**src/sv/gppa_pkg.sv**
```systemverilog
// Shared types and fixed widths for the gated peak pair averager.
// No dependencies; used by the divider, the averager, the checker and the testbench top through scoped names.
`default_nettype none
package gppa_pkg;

   localparam int SAMPLE_W    = 12;
   localparam int COUNT_W     = 7;
   localparam int FRAC_W      = 8;
   localparam int FIXED_W     = 20;
   localparam int COUNT_LIMIT = 127;

   typedef struct packed {
      logic                mode;
      logic [SAMPLE_W-1:0] sample;
   } req_type;

   typedef struct packed {
      logic [SAMPLE_W-1:0] plus_avg_rounded;
      logic [SAMPLE_W-1:0] minus_avg_rounded;
      logic [FIXED_W-1:0]  plus_avg_fixed;
      logic [FIXED_W-1:0]  minus_avg_fixed;
      logic [COUNT_W-1:0]  pairs_used;
   } rsp_type;

endpackage
`default_nettype wire

```
**src/sv/gppa_div.sv**
```systemverilog
// Restoring divider, one quotient bit per cycle, shared for both channel averages.
// Depends on gppa_pkg for the divisor width.
`default_nettype none
module gppa_div #(
   parameter int DIVIDEND_W = 27
) (
   input  wire logic                          clock,
   input  wire logic                          reset,
   input  wire logic                          start,
   input  wire logic [DIVIDEND_W-1:0]         dividend,
   input  wire logic [gppa_pkg::COUNT_W-1:0]  divisor,
   output logic                               done,
   output logic [DIVIDEND_W-1:0]              quotient
);

   localparam int CNT_W = (DIVIDEND_W > 1) ? $clog2(DIVIDEND_W) : 1;
   localparam int DV_W  = gppa_pkg::COUNT_W;

   logic                  busy_ff, busy_in;
   logic                  done_ff, done_in;
   logic [CNT_W-1:0]      cnt_ff, cnt_in;
   logic [DV_W-1:0]       rem_ff, rem_in;
   logic [DV_W-1:0]       div_ff, div_in;
   logic [DIVIDEND_W-1:0] quo_ff, quo_in;
   logic [DV_W:0]         shifted;
   logic [DV_W+1:0]       diff;

   always_comb begin
      shifted = {rem_ff, quo_ff[DIVIDEND_W-1]};
      diff    = {1'b0, shifted} - {2'b00, div_ff};
      busy_in = busy_ff;
      done_in = 1'b0;
      cnt_in  = cnt_ff;
      rem_in  = rem_ff;
      div_in  = div_ff;
      quo_in  = quo_ff;
      if (start) begin
         busy_in = 1'b1;
         cnt_in  = '0;
         rem_in  = '0;
         div_in  = divisor;
         quo_in  = dividend;
      end else if (busy_ff) begin
         // shift the next dividend bit in, keep the difference if it fits
         if (!diff[DV_W+1]) begin
            rem_in = diff[DV_W-1:0];
         end else begin
            rem_in = shifted[DV_W-1:0];
         end
         quo_in = {quo_ff[DIVIDEND_W-2:0], ~diff[DV_W+1]};
         cnt_in = cnt_ff + 1'b1;
         if (cnt_ff == CNT_W'(DIVIDEND_W-1)) begin
            busy_in = 1'b0;
            done_in = 1'b1;
         end
      end
   end

   always_ff @(posedge clock) begin
      if (reset) begin
         busy_ff <= 1'b0;
         done_ff <= 1'b0;
      end else begin
         busy_ff <= busy_in;
         done_ff <= done_in;
      end
      cnt_ff <= cnt_in;
      rem_ff <= rem_in;
      div_ff <= div_in;
      quo_ff <= quo_in;
   end

   assign done     = done_ff;
   assign quotient = quo_ff;

endmodule
`default_nettype wire

```
**src/sv/gated_peak_pair_averager.sv**
```systemverilog
// Gated peak pair averager. Sample and window-end transactions are taken one per
// cycle while req_stall is low. The window end that completes the last pulse pair
// starts two divisions on one shared bit-serial divider, plus channel then minus
// channel, each on a (SUM_W+8)-bit dividend, and then loads the result register;
// req_stall is high during that time and while a new result waits for the
// previous one to be taken.
// A result transaction carries both averages rounded to nearest and in
// 8-fraction-bit fixed point, truncated.
// Depends on gppa_pkg and gppa_div.
`default_nettype none
module gated_peak_pair_averager #(
   parameter int MAX_PULSES = 64
) (
   input  wire logic                          clock,
   input  wire logic                          reset,
   input  wire logic                          req_valid,
   output logic                               req_stall,
   input  wire gppa_pkg::req_type             req_data,
   output logic                               rsp_valid,
   input  wire logic                          rsp_stall,
   output gppa_pkg::rsp_type                  rsp_data,
   input  wire logic                          csr_wr_en,
   input  wire logic [gppa_pkg::COUNT_W-1:0]  csr_wr_data
);

   localparam int CAP   = (MAX_PULSES < gppa_pkg::COUNT_LIMIT) ? MAX_PULSES
                                                                : gppa_pkg::COUNT_LIMIT;
   localparam int SUM_W = $clog2(CAP * ((1 << gppa_pkg::SAMPLE_W) - 1) + 1);
   localparam int DW    = SUM_W + gppa_pkg::FRAC_W;
   localparam int CW    = gppa_pkg::COUNT_W;
   localparam int SW    = gppa_pkg::SAMPLE_W;
   localparam int FW    = gppa_pkg::FIXED_W;
   localparam int RB    = gppa_pkg::FRAC_W;
   localparam logic [CW-1:0] CAP_N = CW'(CAP);

   localparam logic [1:0] ST_IDLE  = 2'd0;
   localparam logic [1:0] ST_DIV_P = 2'd1;
   localparam logic [1:0] ST_DIV_M = 2'd2;
   localparam logic [1:0] ST_OUT   = 2'd3;

   logic [1:0]       state_ff, state_in;
   logic [CW-1:0]    count_ff, count_in;
   logic [SW-1:0]    peak_ff, peak_in;
   logic [SUM_W-1:0] plus_sum_ff, plus_sum_in;
   logic [SUM_W-1:0] minus_sum_ff, minus_sum_in;
   logic [CW-1:0]    pairs_ff, pairs_in;
   logic             minus_ch_ff, minus_ch_in;
   logic [SUM_W-1:0] minus_hold_ff, minus_hold_in;
   logic [CW-1:0]    n_hold_ff, n_hold_in;
   logic [DW-1:0]    q_plus_ff, q_plus_in;
   logic             rsp_valid_ff, rsp_valid_in;
   gppa_pkg::rsp_type rsp_data_ff, rsp_data_in;

   logic             accept;
   logic             last_pair;
   logic [CW-1:0]    n_clamped;
   logic [CW-1:0]    pairs_next;
   logic [SUM_W-1:0] minus_total;
   logic             div_start;
   logic [DW-1:0]    div_dividend;
   logic             div_done;
   logic [DW-1:0]    div_quotient;
   logic             out_free;
   logic [DW:0]      round_p;
   logic [DW:0]      round_m;

   gppa_div #(
      .DIVIDEND_W (DW)
   ) u_div (
      .clock    (clock),
      .reset    (reset),
      .start    (div_start),
      .dividend (div_dividend),
      .divisor  (n_hold_in),
      .done     (div_done),
      .quotient (div_quotient)
   );

   always_comb begin
      if (count_ff == '0) begin
         n_clamped = CW'(1);
      end else if (count_ff > CAP_N) begin
         n_clamped = CAP_N;
      end else begin
         n_clamped = count_ff;
      end
   end

   assign accept      = req_valid && !req_stall;
   assign req_stall   = (state_ff != ST_IDLE);
   assign pairs_next  = pairs_ff + 1'b1;
   assign minus_total = minus_sum_ff + SUM_W'(peak_ff);
   assign last_pair   = req_data.mode && minus_ch_ff && (pairs_next >= n_clamped);
   assign out_free    = !rsp_valid_ff || !rsp_stall;

   // rounded = floor((Q + 1/2 LSB of integer) / 256) where Q = floor(256*S/n)
   assign round_p = {1'b0, q_plus_ff} + (DW+1)'(1 << (RB - 1));
   assign round_m = {1'b0, div_quotient} + (DW+1)'(1 << (RB - 1));

   always_comb begin
      state_in      = state_ff;
      count_in      = count_ff;
      peak_in       = peak_ff;
      plus_sum_in   = plus_sum_ff;
      minus_sum_in  = minus_sum_ff;
      pairs_in      = pairs_ff;
      minus_ch_in   = minus_ch_ff;
      minus_hold_in = minus_hold_ff;
      n_hold_in     = n_hold_ff;
      q_plus_in     = q_plus_ff;
      rsp_valid_in  = rsp_valid_ff;
      rsp_data_in   = rsp_data_ff;
      div_start     = 1'b0;
      div_dividend  = {minus_hold_ff, RB'(0)};

      if (csr_wr_en) begin
         count_in = csr_wr_data;
      end

      if (rsp_valid_ff && !rsp_stall) begin
         rsp_valid_in = 1'b0;
      end

      case (state_ff)
         ST_IDLE: begin
            if (accept) begin
               if (!req_data.mode) begin
                  if (req_data.sample > peak_ff) begin
                     peak_in = req_data.sample;
                  end
               end else if (!minus_ch_ff) begin
                  plus_sum_in = plus_sum_ff + SUM_W'(peak_ff);
                  peak_in     = '0;
                  minus_ch_in = 1'b1;
               end else begin
                  peak_in     = '0;
                  minus_ch_in = 1'b0;
                  if (last_pair) begin
                     // hold operands and clear accumulation for the next run
                     minus_hold_in = minus_total;
                     n_hold_in     = n_clamped;
                     div_start     = 1'b1;
                     div_dividend  = {plus_sum_ff, RB'(0)};
                     plus_sum_in   = '0;
                     minus_sum_in  = '0;
                     pairs_in      = '0;
                     state_in      = ST_DIV_P;
                  end else begin
                     minus_sum_in = minus_total;
                     pairs_in     = pairs_next;
                  end
               end
            end
         end
         ST_DIV_P: begin
            if (div_done) begin
               q_plus_in    = div_quotient;
               div_start    = 1'b1;
               div_dividend = {minus_hold_ff, RB'(0)};
               state_in     = ST_DIV_M;
            end
         end
         ST_DIV_M: begin
            if (div_done) begin
               state_in = ST_OUT;
            end
         end
         ST_OUT: begin
            if (out_free) begin
               rsp_valid_in                  = 1'b1;
               rsp_data_in.plus_avg_rounded  = round_p[RB+SW-1:RB];
               rsp_data_in.minus_avg_rounded = round_m[RB+SW-1:RB];
               rsp_data_in.plus_avg_fixed    = q_plus_ff[FW-1:0];
               rsp_data_in.minus_avg_fixed   = div_quotient[FW-1:0];
               rsp_data_in.pairs_used        = n_hold_ff;
               state_in                      = ST_IDLE;
            end
         end
         default: begin
            state_in = ST_IDLE;
         end
      endcase
   end

   always_ff @(posedge clock) begin
      if (reset) begin
         state_ff     <= ST_IDLE;
         count_ff     <= CW'(1);
         peak_ff      <= '0;
         plus_sum_ff  <= '0;
         minus_sum_ff <= '0;
         pairs_ff     <= '0;
         minus_ch_ff  <= 1'b0;
         rsp_valid_ff <= 1'b0;
      end else begin
         state_ff     <= state_in;
         count_ff     <= count_in;
         peak_ff      <= peak_in;
         plus_sum_ff  <= plus_sum_in;
         minus_sum_ff <= minus_sum_in;
         pairs_ff     <= pairs_in;
         minus_ch_ff  <= minus_ch_in;
         rsp_valid_ff <= rsp_valid_in;
      end
      minus_hold_ff <= minus_hold_in;
      n_hold_ff     <= n_hold_in;
      q_plus_ff     <= q_plus_in;
      rsp_data_ff   <= rsp_data_in;
   end

   assign rsp_valid = rsp_valid_ff;
   assign rsp_data  = rsp_data_ff;

endmodule
`default_nettype wire

```
**config.mk**
```make
export PLATFORM = sky130hd
export DESIGN_NAME = gated_peak_pair_averager
export DESIGN_NICKNAME = d
export VERILOG_FILES = /design/src/sv/gppa_pkg.sv /design/src/sv/gppa_div.sv /design/src/sv/gated_peak_pair_averager.sv
export SDC_FILE = /design/constraint.sdc
export NUM_CORES = 1
export LEC_CHECK = 0
export BUFFER_PORTS_ARGS = -buffer_cell sky130_fd_sc_hd__buf_2
export CAP_MARGIN = 20
export CELL_PAD_IN_SITES_DETAIL_PLACEMENT = 1
export CELL_PAD_IN_SITES_GLOBAL_PLACEMENT = 2
export CORE_MARGIN = 2
export CORE_UTILIZATION = 40
export DETAILED_ROUTE_END_ITERATION = 6
export HOLD_SLACK_MARGIN = 0.12
export PLACE_DENSITY = 0.86
export SLEW_MARGIN = 20
export SYNTH_ARGS = -nofsm -noshare
export SYNTH_HDL_FRONTEND = slang
export SYNTH_HIERARCHICAL = 1
export SYNTH_SLANG_ARGS = --single-unit
```
**constraint.sdc**
```tcl
create_clock -name clock -period 8.25 [get_ports clock]
set_clock_uncertainty 0.1 [all_clocks]
set_input_delay 1.65 -clock clock [delete_from_list [all_inputs] [get_ports clock]]
set_output_delay 1.65 -clock clock [all_outputs]
set_load 0.02 [all_outputs]
```
==> impl_metrics.csv <==
group,metric,value,unit
global_route,antenna_found_initial,0,
clocking,cts_max_path_buffers,3,
global_route,grt_pass1_wl,43000,µm
placed_design,gp_congestion,0.812,
routing,viasPerCell,5.19,
worst_setup_path,crit_required,8250,ps
routing,route.met2.wl,13600,µm
power,p_switching,0.684,mW
yosys,async_flop_share,0,%
clocking,clk_latency,530,ps
timing,whs,317,ps
placed_design,dp_slack,3400,ps
timing,fmaxAchievable,0.219,GHz
worst_setup_path,critPathMaxStageDelay,560,ps
routing,highest_layer,"met4",
floorplanning,core_region_area,26100,µm²
worst_setup_path,cp-start-kind,"flop",
clocking,root_buffer,"clkbuf_16",
timing,finalHoldViolations,0,
floorplanning,rows,59,
final_layout,fillers,2851,
final_layout,fin_util,47.5,%
floorplanning,die-area,27800,µm²
routing,ant_nets,0,
yosys,seq_area_frac_synth,56.7,%
timing,tns,0,ps
yosys,synth_cells,944,
routing,drt_pre_antenna_iters,4,
final_layout,area.sequential,6010,µm²
floorplanning,start_util,40.7,%
timing,min_period,4570,ps
routing,vias,7322,
timing,slew_violations,0,
final_layout,areaGrowthSynthToFinish,16.7,%
final_layout,n_antenna_cell,0,
power,swShare,24.8,%
final_layout,nets,1145,
yosys,synth_edf_count,142,
floorplanning,io-pin-count,98,
routing,drc_errors,0,
final_layout,final_common_cell,"edfxtp_1",
yosys,synth.avg_cell_area,11.2,µm²
global_route,track_usage,19.4,%
global_route,grt_pass1_vias,7806,
run,cap_viol_max_count,0,
timing,fin_crit_sh,55.4,%
clocking,cts_hold_buffers,0,
clocking,htree_levels,1,
clocking,numCtsBuffers,25,
timing,rsz0062_at_grt,"false",
timing,slew-limit-headroom,34.4,%
worst_setup_path,path_delay_family,"simple AND/OR/NAND/NOR gates",
power,internal_power,2.07,mW
final_layout,multi_input_area,4390,µm²
power,p_comb_share,9.8,%
placed_design,io_buffer_count,97,
global_route,grt_overflow,0,
clocking,post_cts_buffers,0,
worst_setup_path,cp_slowest_cell,"inv_1",
worst_setup_path,path_max_fanout,42,
worst_setup_path,arrival,4570,ps
power,powerDensity,223,nW/µm²
run_status,status,"finished, final reports clean",
routing,wl,27000,µm
yosys,synth_flop_cell,"edfxtp_1",
global_route,grt_max_degree,67,
clocking,cts.sinks,229,
power,p_leak,4.82,nW
floorplanning,die_height,167,µm
yosys,ys_seq_elements,229,
worst_setup_path,worstPathCellList,"ha_1, and3_1, nand3_1, xnor2_1, ha_1, nand4_1, nor2_1, a211o_2, nand2_4, inv_1, or2_2, buf_4, nor2_1, inv_1",
clocking,clk_pin_slew_worst_paths,60,ps
timing,setup_ws,3680,ps
min_path,hold_path.class,"flop to flop",
yosys,netlist_area,10600,µm²
power,clkPwrFrac,42.5,%
yosys,synth_cell_types,66,
floorplanning,fp.dieW,167,µm
final_layout,drive_gt1_share,18.0,%
routing,drt_iter0_drc,449,
clocking,cts_tree,"yes",
worst_setup_path,path_buf_inv,3,
clocking,cts_resized,0,
routing,met1Wirelength,11600,µm
yosys,synth.yosys.warnings,6,
power,ir_worst_vdd,0.206,mV
worst_setup_path,cp-end-kind,"flop",
power,p_seq_share,47.6,%
timing,tightest_slew,984,ps
routing,wl_per_cell,19.1,µm
final_layout,most-common-layout-cells,"142 x edfxtp_1, 139 x nand2_1, 97 x buf_2",
worst_setup_path,worstSetupPathType,"flop to flop",
timing,setup_viol,0,
routing,met3_length,946,µm
placed_design,hpwl,20100,µm
-- state kept, by name (all words and copies together), names as in the netlist, 12 cells and up --
signal,count
q_plus_ff,20
rsp_data,71
minus_hold_ff,18
u_div/quotient,26
minus_sum_ff,18
plus_sum_ff,18
peak_ff,12
-- power groups by stage --
stage,Combinational [mW],Clock (mW),Sequential [mW]
3_3_place_gp,0.260,0,1.34
5_1_grt,0.305,1.23,1.32
3_5_place_dp,0.273,0,1.34
2_1_floorplan,0.200,0,1.31
4_1_cts,0.276,1.19,1.31
6_report,0.271,1.17,1.31
-- routing by layer --
layer	track usage [%]	vias to the layer above
met4	6.07	0
met1	24.3	3533
met2	34.8	130
li1	-	3607
met5	0	-
met3	2.45	52
-- cells in the mapped netlist, types with 8 or more instances --
cell type	instances	area, µm²
nor3_1	8	40.0
xor2_1	19	166
nand2_1	139	522
nand3_1	38	190
ha_1	59	738
xnor2_1	39	342
nor2_1	88	330
a21oi_1	44	220
and3_1	12	75.1
mux2_2	27	304
edfxtp_1	142	4260
o21ai_0	32	160
dfxtp_1	87	1740
nand4_1	8	50.1
clkbuf_1	19	71.3
a22oi_1	11	82.6
inv_1	36	135
a21o_1	9	67.6
mux2i_1	24	240
-- area by class of cell --
cell class / count / share of cell area, %
Timing Repair Buffer: 105 / 4.41
Clock buffer: 27 / 5.29
Multi-Input combinational cell: 661 / 35.5
Tap cell: 335 / 3.39
Sequential cell: 229 / 48.6
Clock inverter: 19 / 1.72
Inverter: 36 / 1.09
-- through the flow --
step | cell area, µm² | power [mW] | instances
floorplan | 10600 | 1.51 | 951
global route | 12400 | 2.86 | 1412
detailed placement | 11500 | 1.61 | 1366
CTS | 12400 | 2.78 | 1412
finish | 12400 | 2.76 | 1412
global placement | 11500 | 1.60 | 1366
-- worst paths after layout --
| path | cells after the start | from | end | slack [ps] |
|---|---|---|---|---|
| setup reg to reg | 14 | pairs_ff[0]$_SDFFE_PP0P_ | u_div/quotient[6]$_DFFE_PP_ | 3680 |
| hold reg to reg | 0 | q_plus_ff[4]$_DFFE_PP_ | rsp_data[31]$_DFFE_PP_ | 320 |
| hold / removal | 0 | q_plus_ff[4]$_DFFE_PP_ | rsp_data[31]$_DFFE_PP_ | 320 |
| setup / recovery | 14 | pairs_ff[0]$_SDFFE_PP0P_ | u_div/quotient[6]$_DFFE_PP_ | 3680 |
-- logic make-up after synthesis --
kind of cell	Yosys count	share of synthesized area, %
buffers and inverters	61	2.22
muxes	52	5.28
AOI/OAI and AO/OA	149	9.43
xor gates and xnor gates	58	4.79
DFF	229	56.7
adders and majority gates	62	7.53
and+or+nand+nor	332	14.0
other	1	0.0354
-- worst reg2reg max path, stage by stage, from the launching register on --
cell and delay (ps):
dfxtp_1 420, ha_1 300, and3_1 200, nand3_1 90, xnor2_1 220, ha_1 270
nand4_1 80, nor2_1 70, a211o_2 410, nand2_4 290, inv_1 100, or2_2 300
buf_4 290, nor2_1 440, inv_1 560
No activity file was read; power rests on OpenSTA's default activity.
